`config.mk`:
```
export PLATFORM = sky130hd
export DESIGN_NAME = utf16be_to_utf8_transcoder
export DESIGN_NICKNAME = d
export VERILOG_FILES = /design/src/sv/u16u8_pkg.sv /design/src/sv/u16u8_front.sv /design/src/sv/u16u8_fifo.sv /design/src/sv/u16u8_back.sv /design/src/sv/utf16be_to_utf8_transcoder.sv
export SDC_FILE = /design/constraint.sdc
export NUM_CORES = 1
export LEC_CHECK = 0
export ABC_CLOCK_PERIOD_IN_PS = 3400
export BUFFER_PORTS_ARGS = -buffer_cell sky130_fd_sc_hd__buf_2
export CAP_MARGIN = 20
export CORE_MARGIN = 4
export CORE_UTILIZATION = 40
export CTS_CLUSTER_SIZE = 16
export DETAILED_ROUTE_END_ITERATION = 7
export HOLD_SLACK_MARGIN = 0.08
export PLACE_DENSITY_LB_ADDON = 0.1
export SYNTH_ARGS = -nofsm -noshare
export SYNTH_HDL_FRONTEND = slang
export SYNTH_SLANG_ARGS = --single-unit
```
`constraint.sdc`:
```
create_clock -name i_clk -period 3.4 [get_ports i_clk]
set_clock_uncertainty 0.1 [all_clocks]
set_input_delay 0.34 -clock i_clk [delete_from_list [all_inputs] [get_ports i_clk]]
set_output_delay 0.34 -clock i_clk [all_outputs]
set_load 0.01 [all_outputs]
```
`src/sv/u16u8_pkg.sv`:
```
// ----------------------------------------------------------------------------
// u16u8_pkg
// Shared types and constants for the UTF-16BE to UTF-8 transcoder.
// ----------------------------------------------------------------------------
package u16u8_pkg;

    localparam int UNIT_W      = 16;
    localparam int BYTE_W      = 8;
    localparam int MAX_BYTES   = 4;
    localparam int IDX_W       = $clog2(MAX_BYTES);
    localparam int LOW10_W     = 10;
    localparam int CP_W        = 21;

    // Job queue between front and back
    localparam int FIFO_DEPTH  = 2;
    localparam int FIFO_AW     = $clog2(FIFO_DEPTH);
    localparam int FIFO_CNT_W  = FIFO_AW + 1;

    // Byte-order mark in UTF-8
    localparam logic [BYTE_W-1:0] BOM_B0 = 8'hEF;
    localparam logic [BYTE_W-1:0] BOM_B1 = 8'hBB;
    localparam logic [BYTE_W-1:0] BOM_B2 = 8'hBF;

    // High surrogate D800..DBFF: top six bits 110110
    localparam logic [5:0] HI_SURR_TAG = 6'b110110;

    // Lead / continuation byte prefixes
    localparam logic [1:0] CONT_TAG  = 2'b10;
    localparam logic [2:0] LEAD2_TAG = 3'b110;
    localparam logic [3:0] LEAD3_TAG = 4'b1110;
    localparam logic [4:0] LEAD4_TAG = 5'b11110;

    // Byte counts expressed as index of the last byte
    localparam logic [IDX_W-1:0] LAST_1B = 2'd0;
    localparam logic [IDX_W-1:0] LAST_2B = 2'd1;
    localparam logic [IDX_W-1:0] LAST_3B = 2'd2;
    localparam logic [IDX_W-1:0] LAST_4B = 2'd3;

    // One encoded character: bytes[0] goes out first
    typedef struct packed {
        logic [MAX_BYTES-1:0][BYTE_W-1:0] bytes;
        logic [IDX_W-1:0]                 last_idx;
    } t_job;

endpackage

```
`src/sv/u16u8_front.sv`:
```
// ----------------------------------------------------------------------------
// u16u8_front
// Accepts code units, tracks surrogate pairing and builds encoded jobs.
// ----------------------------------------------------------------------------
module u16u8_front (
    input  logic                           i_clk,
    input  logic                           i_rst_n,
    input  logic                           i_accept,
    input  logic [u16u8_pkg::UNIT_W-1:0]   i_code_unit,
    input  logic                           i_stream_start,
    output logic                           o_job_push,
    output u16u8_pkg::t_job                o_job
);

    logic                              r_high_pending;
    logic [u16u8_pkg::LOW10_W-1:0]     r_held_high;
    logic                              n_high_pending;
    logic [u16u8_pkg::LOW10_W-1:0]     n_held_high;

    logic                              is_high_surr;
    logic [u16u8_pkg::CP_W-1:0]        pair_cp;
    logic [u16u8_pkg::UNIT_W-1:0]      u;

    assign u            = i_code_unit;
    assign is_high_surr = (u[15:10] == u16u8_pkg::HI_SURR_TAG);
    assign pair_cp      = u16u8_pkg::CP_W'(21'h10000)
                        + {1'b0, r_held_high, u[9:0]};

    always_comb begin
        n_high_pending = r_high_pending;
        n_held_high    = r_held_high;
        o_job_push     = 1'b0;
        o_job          = '0;
        if (i_stream_start) begin
            o_job_push     = i_accept;
            o_job.bytes[0] = u16u8_pkg::BOM_B0;
            o_job.bytes[1] = u16u8_pkg::BOM_B1;
            o_job.bytes[2] = u16u8_pkg::BOM_B2;
            o_job.last_idx = u16u8_pkg::LAST_3B;
            if (i_accept) begin
                n_high_pending = 1'b0;
                n_held_high    = '0;
            end
        end else if (r_high_pending) begin
            // Pair always yields a supplementary code point: four bytes
            o_job_push     = i_accept;
            o_job.bytes[0] = {u16u8_pkg::LEAD4_TAG, pair_cp[20:18]};
            o_job.bytes[1] = {u16u8_pkg::CONT_TAG, pair_cp[17:12]};
            o_job.bytes[2] = {u16u8_pkg::CONT_TAG, pair_cp[11:6]};
            o_job.bytes[3] = {u16u8_pkg::CONT_TAG, pair_cp[5:0]};
            o_job.last_idx = u16u8_pkg::LAST_4B;
            if (i_accept) begin
                n_high_pending = 1'b0;
                n_held_high    = '0;
            end
        end else if (is_high_surr) begin
            if (i_accept) begin
                n_high_pending = 1'b1;
                n_held_high    = u[9:0];
            end
        end else begin
            o_job_push = i_accept;
            if (u[15:7] == '0) begin
                o_job.bytes[0] = {1'b0, u[6:0]};
                o_job.last_idx = u16u8_pkg::LAST_1B;
            end else if (u[15:11] == '0) begin
                o_job.bytes[0] = {u16u8_pkg::LEAD2_TAG, u[10:6]};
                o_job.bytes[1] = {u16u8_pkg::CONT_TAG, u[5:0]};
                o_job.last_idx = u16u8_pkg::LAST_2B;
            end else begin
                o_job.bytes[0] = {u16u8_pkg::LEAD3_TAG, u[15:12]};
                o_job.bytes[1] = {u16u8_pkg::CONT_TAG, u[11:6]};
                o_job.bytes[2] = {u16u8_pkg::CONT_TAG, u[5:0]};
                o_job.last_idx = u16u8_pkg::LAST_3B;
            end
        end
    end

    always_ff @(posedge i_clk) begin
        if (!i_rst_n) begin
            r_high_pending <= 1'b0;
            r_held_high    <= '0;
        end else begin
            r_high_pending <= n_high_pending;
            r_held_high    <= n_held_high;
        end
    end

endmodule

```
`src/sv/u16u8_fifo.sv`:
```
// ----------------------------------------------------------------------------
// u16u8_fifo
// Short job queue decoupling the front end from the byte serializer.
// ----------------------------------------------------------------------------
module u16u8_fifo (
    input  logic            i_clk,
    input  logic            i_rst_n,
    input  logic            i_push,
    input  u16u8_pkg::t_job i_job,
    output logic            o_full,
    input  logic            i_pop,
    output logic            o_empty,
    output u16u8_pkg::t_job o_job
);

    u16u8_pkg::t_job                         r_mem [u16u8_pkg::FIFO_DEPTH];
    logic [u16u8_pkg::FIFO_AW-1:0]           r_wr_ptr;
    logic [u16u8_pkg::FIFO_AW-1:0]           r_rd_ptr;
    logic [u16u8_pkg::FIFO_CNT_W-1:0]        r_count;
    logic                                    do_push;
    logic                                    do_pop;

    assign o_full  = (r_count == u16u8_pkg::FIFO_CNT_W'(u16u8_pkg::FIFO_DEPTH));
    assign o_empty = (r_count == '0);
    assign do_push = i_push && !o_full;
    assign do_pop  = i_pop && !o_empty;
    assign o_job   = r_mem[r_rd_ptr];

    always_ff @(posedge i_clk) begin
        if (do_push) begin
            r_mem[r_wr_ptr] <= i_job;
        end
    end

    always_ff @(posedge i_clk) begin
        if (!i_rst_n) begin
            r_wr_ptr <= '0;
            r_rd_ptr <= '0;
            r_count  <= '0;
        end else begin
            if (do_push) begin
                r_wr_ptr <= r_wr_ptr + 1'b1;
            end
            if (do_pop) begin
                r_rd_ptr <= r_rd_ptr + 1'b1;
            end
            case ({do_push, do_pop})
                2'b10:   r_count <= r_count + 1'b1;
                2'b01:   r_count <= r_count - 1'b1;
                default: r_count <= r_count;
            endcase
        end
    end

endmodule

```
`src/sv/u16u8_back.sv`:
```
// ----------------------------------------------------------------------------
// u16u8_back
// Serializes queued jobs into one UTF-8 byte per transaction.
// ----------------------------------------------------------------------------
module u16u8_back (
    input  logic                           i_clk,
    input  logic                           i_rst_n,
    input  logic                           i_job_empty,
    input  u16u8_pkg::t_job                i_job,
    output logic                           o_job_pop,
    input  logic                           pop,
    output logic                           empty,
    output logic [u16u8_pkg::BYTE_W-1:0]   o_out_byte,
    output logic                           o_last_of_run
);

    logic                                  r_busy;
    u16u8_pkg::t_job                       r_job;
    logic [u16u8_pkg::IDX_W-1:0]           r_idx;
    logic                                  r_out_valid;
    logic [u16u8_pkg::BYTE_W-1:0]          r_out_byte;
    logic                                  r_out_last;

    logic                                  advance;
    logic                                  emit;
    logic                                  at_last;

    assign advance   = !r_out_valid || pop;
    assign emit      = r_busy && advance;
    assign at_last   = (r_idx == r_job.last_idx);
    assign o_job_pop = !i_job_empty && (!r_busy || (emit && at_last));

    assign empty         = !r_out_valid;
    assign o_out_byte    = r_out_byte;
    assign o_last_of_run = r_out_last;

    always_ff @(posedge i_clk) begin
        if (o_job_pop) begin
            r_job <= i_job;
        end
        if (emit) begin
            r_out_byte <= r_job.bytes[r_idx];
            r_out_last <= at_last;
        end
    end

    always_ff @(posedge i_clk) begin
        if (!i_rst_n) begin
            r_busy      <= 1'b0;
            r_idx       <= '0;
            r_out_valid <= 1'b0;
        end else begin
            if (o_job_pop) begin
                r_busy <= 1'b1;
                r_idx  <= '0;
            end else if (emit) begin
                if (at_last) begin
                    r_busy <= 1'b0;
                end
                r_idx <= r_idx + 1'b1;
            end
            if (emit) begin
                r_out_valid <= 1'b1;
            end else if (pop) begin
                r_out_valid <= 1'b0;
            end
        end
    end

endmodule

```
`src/sv/utf16be_to_utf8_transcoder.sv`:
```
// ----------------------------------------------------------------------------
// utf16be_to_utf8_transcoder
// UTF-16 code units in, UTF-8 bytes out, one byte per output transaction.
// ----------------------------------------------------------------------------
// Each input transaction carries one 16-bit code unit (big-endian bytes already
// combined). Output transactions carry one UTF-8 byte each; o_last_of_run
// flags the final byte caused by an input unit. A unit flagged stream_start is
// dropped and replaced by the UTF-8 byte-order mark EF BB BF, and it discards
// any held high surrogate. A high surrogate produces no output and is paired
// with whatever unit comes next (only its low 10 bits are used), giving four
// bytes. Any other unit is encoded directly as one to three bytes; no
// validation is done. Throughput: the output side moves one byte per cycle while
// jobs are queued and the receiver pops; a held high surrogate gives no bytes.
// The byte serializer sets that rate. The input side takes a new unit every
// cycle while the two-entry job queue has room; units back up there when
// characters outrun the serializer or the receiver stalls. An accepted unit
// passes the job queue, the job register and the registered output stage.
// ----------------------------------------------------------------------------
module utf16be_to_utf8_transcoder (
    input  logic                           i_clk,
    input  logic                           i_rst_n,
    // input queue side
    input  logic                           push,
    output logic                           full,
    input  logic [u16u8_pkg::UNIT_W-1:0]   i_code_unit,
    input  logic                           i_stream_start,
    // result queue side
    input  logic                           pop,
    output logic                           empty,
    output logic [u16u8_pkg::BYTE_W-1:0]   o_out_byte,
    output logic                           o_last_of_run
);

    logic            accept;
    logic            job_push;
    u16u8_pkg::t_job front_job;
    logic            job_pop;
    logic            job_empty;
    u16u8_pkg::t_job queued_job;

    // Input is held off only by a full job queue.
    assign accept = push && !full;

    // Front: pairing state and encoding into a job of up to four bytes.
    u16u8_front u_front (
        .i_clk          (i_clk),
        .i_rst_n        (i_rst_n),
        .i_accept       (accept),
        .i_code_unit    (i_code_unit),
        .i_stream_start (i_stream_start),
        .o_job_push     (job_push),
        .o_job          (front_job)
    );

    // Job queue: lets the front keep taking units while the back drains bytes.
    u16u8_fifo u_fifo (
        .i_clk   (i_clk),
        .i_rst_n (i_rst_n),
        .i_push  (job_push),
        .i_job   (front_job),
        .o_full  (full),
        .i_pop   (job_pop),
        .o_empty (job_empty),
        .o_job   (queued_job)
    );

    // Back: walks the bytes of each job into the registered output stage.
    u16u8_back u_back (
        .i_clk         (i_clk),
        .i_rst_n       (i_rst_n),
        .i_job_empty   (job_empty),
        .i_job         (queued_job),
        .o_job_pop     (job_pop),
        .pop           (pop),
        .empty         (empty),
        .o_out_byte    (o_out_byte),
        .o_last_of_run (o_last_of_run)
    );

endmodule

```
==> impl_metrics.ini <==
[route]
vias = 2751
wl_per_cell_um = 18.37
drtIter0Drc = 201
drc = 0
via_per_inst = 5.352
firstDrtPassIters = 4
postRouteAntennaNets = 0
wl_mm = 9.443

[final_layout]
regArea_um2 = 3263
syn_to_final_growth_pct = 18.56
final_cell_mix = 96 x edfxtp_1, 31 x buf_2, 30 x mux2_2, 20 x a21oi_1, 19 x dfxtp_1
final_common_cell = edfxtp_1
fin_area_um2 = 5628
fill_cells = 994
multiInputGateArea_um2 = 1364
fin_nets = 381
drive_above_1_share = 0.2884
fin_util = 0.4887
diodes = 0

[global_routing]
grt_pass1_wl_mm = 15.50
grt_antenna_before_repair = 0
track_usage = 0.1571
grt_max_degree = 32
grt_pass1_vias = 2788
gr-total-overflow = 0

[clock_network]
cts_buffers = 17
cts_resized = 0
cts_setup_buffers = 0
cts_root_buf = clkbuf_16
cts_buffer_depth = 2
cts_tree = built
clock-sinks = 115
postCtsHoldBufs = 0
clkLatencyLatePin_ns = 0.41
clkTransAtPathRegs_ns = 0.05
cts.htree.levels = 4

[yosys]
synthCells = 315
syn_nets = 338
synth_top_cell_area_share = 0.6073
ys_seq_area_frac = 0.6874
yosysTopAreaCell = edfxtp_1
postSynthAreaPerCell_um2 = 15.07
synthTopCellsByArea = edfxtp_1 61%, dfxtp_1 8.0%, mux2_2 7.1%
ys_types = 45
yosysWarnings = 0
synth.ff_latch_count = 115
netlist_area_um2 = 4747

[floorplan]
core.rowCount = 39
die_y_um = 116.9
initial_utilization = 0.4122
dieArea_um2 = 13680
dieWidth_um = 116.9
coreArea_um2 = 11520
io_pins = 32

[critical_path]
crit_path_top_delay_cell = nor2_1
cp_data_required_time_ns = 3.64
regToRegStartpoint = u_front.r_high_pending
critPathKind = reg -> reg
critPathMaxStageDelay_ns = 0.50
path_cells = buf_4 -> nor2_1 -> a21boi_0 -> inv_1 -> ha_1 -> or3_1 -> a21oi_1
crit_buf_inv = 2
cp_top_family = simple AND/OR/NAND/NOR gates
worstSetupEndpointType = flop
critPathArrivalTime_ns = 2.63
crit_path_start = u_front.r_high_pending
cp-start-kind = flop
cp_max_fo = 23

[power_and_ir_drop]
peakVddDrop_mv = 0.3430
cellPowerDensity_nw_per_um2 = 804.6
p_leak_nw = 1.927
p_total_w = 0.004528

[timing]
finalSetupTns_ns = 0
drv_slew = 0
fmax_mhz = 418.5
whs_ns = 0.1090
rsz0062_at_grt = no
finalSetupViolCount = 0
fin_crit_sh = 0.7028
tightest_slew_ns = 0.7901
relSlewSlack = 0.4722
hold_viol_final = 0
period_minus_slack_ns = 2.390

[place]
port_buffers = 31
place_area_um2 = 5032
gp_congestion = 0.8575
hpwl_mm = 6.098

[job]
cap_violations = 0

[outcome]
status = finished, final reports clean

[worst_hold_path]
hold_class = in -> reg
hp-start = i_code_unit[0]
==> synthesized netlist by cell type (all sizes together) <==
cell type,instances
o22ai,1
nor4b,2
a21oi,21
nand2b,4
and4,1
nor2b,4
nand3,15
nor4,1
and2,7
mux4,6
or2,2
a21boi,1
xnor2,3
a31oi,5
nor2,13
nand2,5
a41oi,1
a21o,2
o31ai,3
nand3b,2
a22o,10
o31a,3
inv,5
or3,2
mux2,30
ha,2
mux2i,2
buf,8
nor3b,1
clkbuf,7
o21ai,15
xor2,5
and3,1
edfxtp,96
nor3,8
dfxtp,19
or4,2
==> layout make-up <==
class | count | share of cell area
flip-flops and latches | 115 | 0.5798
multi-input cells | 180 | 0.2423
clock buffers | 27 | 0.09115
repair buffers | 39 | 0.03824
well taps | 143 | 0.03179
clock inverters | 5 | 0.01334
inverters | 5 | 0.003335
==> report_power, final <==
group / switching (W) / leakage (nW) / total [W] / internal [W]
clock network: 0.000560 / 0.291 / 0.00173 / 0.00117
logic: 0.000476 / 0.626 / 0.000809 / 0.000334
registers: 0.0000741 / 1.01 / 0.00199 / 0.00192
total: 0.00111 / 1.93 / 0.00453 / 0.00342
==> state kept, by name, indices dropped and copies added (netlist names) <==
| name | count |
|---|---|
| u_front.r_high_pending | 1 |
| u_front.r_held_high | 10 |
| u_fifo.r_wr_ptr | 1 |
| u_fifo.r_rd_ptr | 1 |
| u_back.o_last_of_run | 1 |
| u_back.r_idx | 2 |
| u_fifo.r_count | 2 |
| u_back.r_busy | 1 |
| u_back.r_out_valid | 1 |
| u_back.r_job | 29 |
| u_fifo.r_mem | 58 |
| u_back.o_out_byte | 8 |
==> cells by family after synthesis <==
logic type / Yosys count / synth area share
flops: 115 / 0.6874
fa+ha+maj: 2 / 0.005271
xor+xnor: 8 / 0.01476
compound gates: 62 / 0.08197
buf+inv: 20 / 0.02636
simple gates: 70 / 0.08039
mux: 38 / 0.1038
==> per-layer routing <==
metal	vias to the layer above	share of wire	global-route usage	routed length (um)
met5	-	0	0	0
met4	0	0.023	0.06422	216
met3	21	0.063	0.06015	593
met2	90	0.45	0.2215	4261
met1	1328	0.46	0.2187	4371
li1	1312	-	-	-
==> stage by stage <==
stage          worst slack, ns  cells
2_1_floorplan           0.1046    315
3_3_place_gp            0.9696    481
3_5_place_dp            0.9360    481
4_1_cts                  1.038    513
5_1_grt                 0.8348    514
6_report                 1.010    514
==> final timing paths <==
| kind | endpoint | slack (ns) | cells after the start |
|---|---|---|---|
| max | u_fifo.r_count[1] | 1.01 | 7 |
| min reg2reg | u_front.r_held_high[0] | 0.38 | 1 |
| min | u_front.r_held_high[0] | 0.11 | 2 |
| max reg2reg | u_fifo.r_count[1] | 1.01 | 7 |
(Power assumes the default switching activity.)
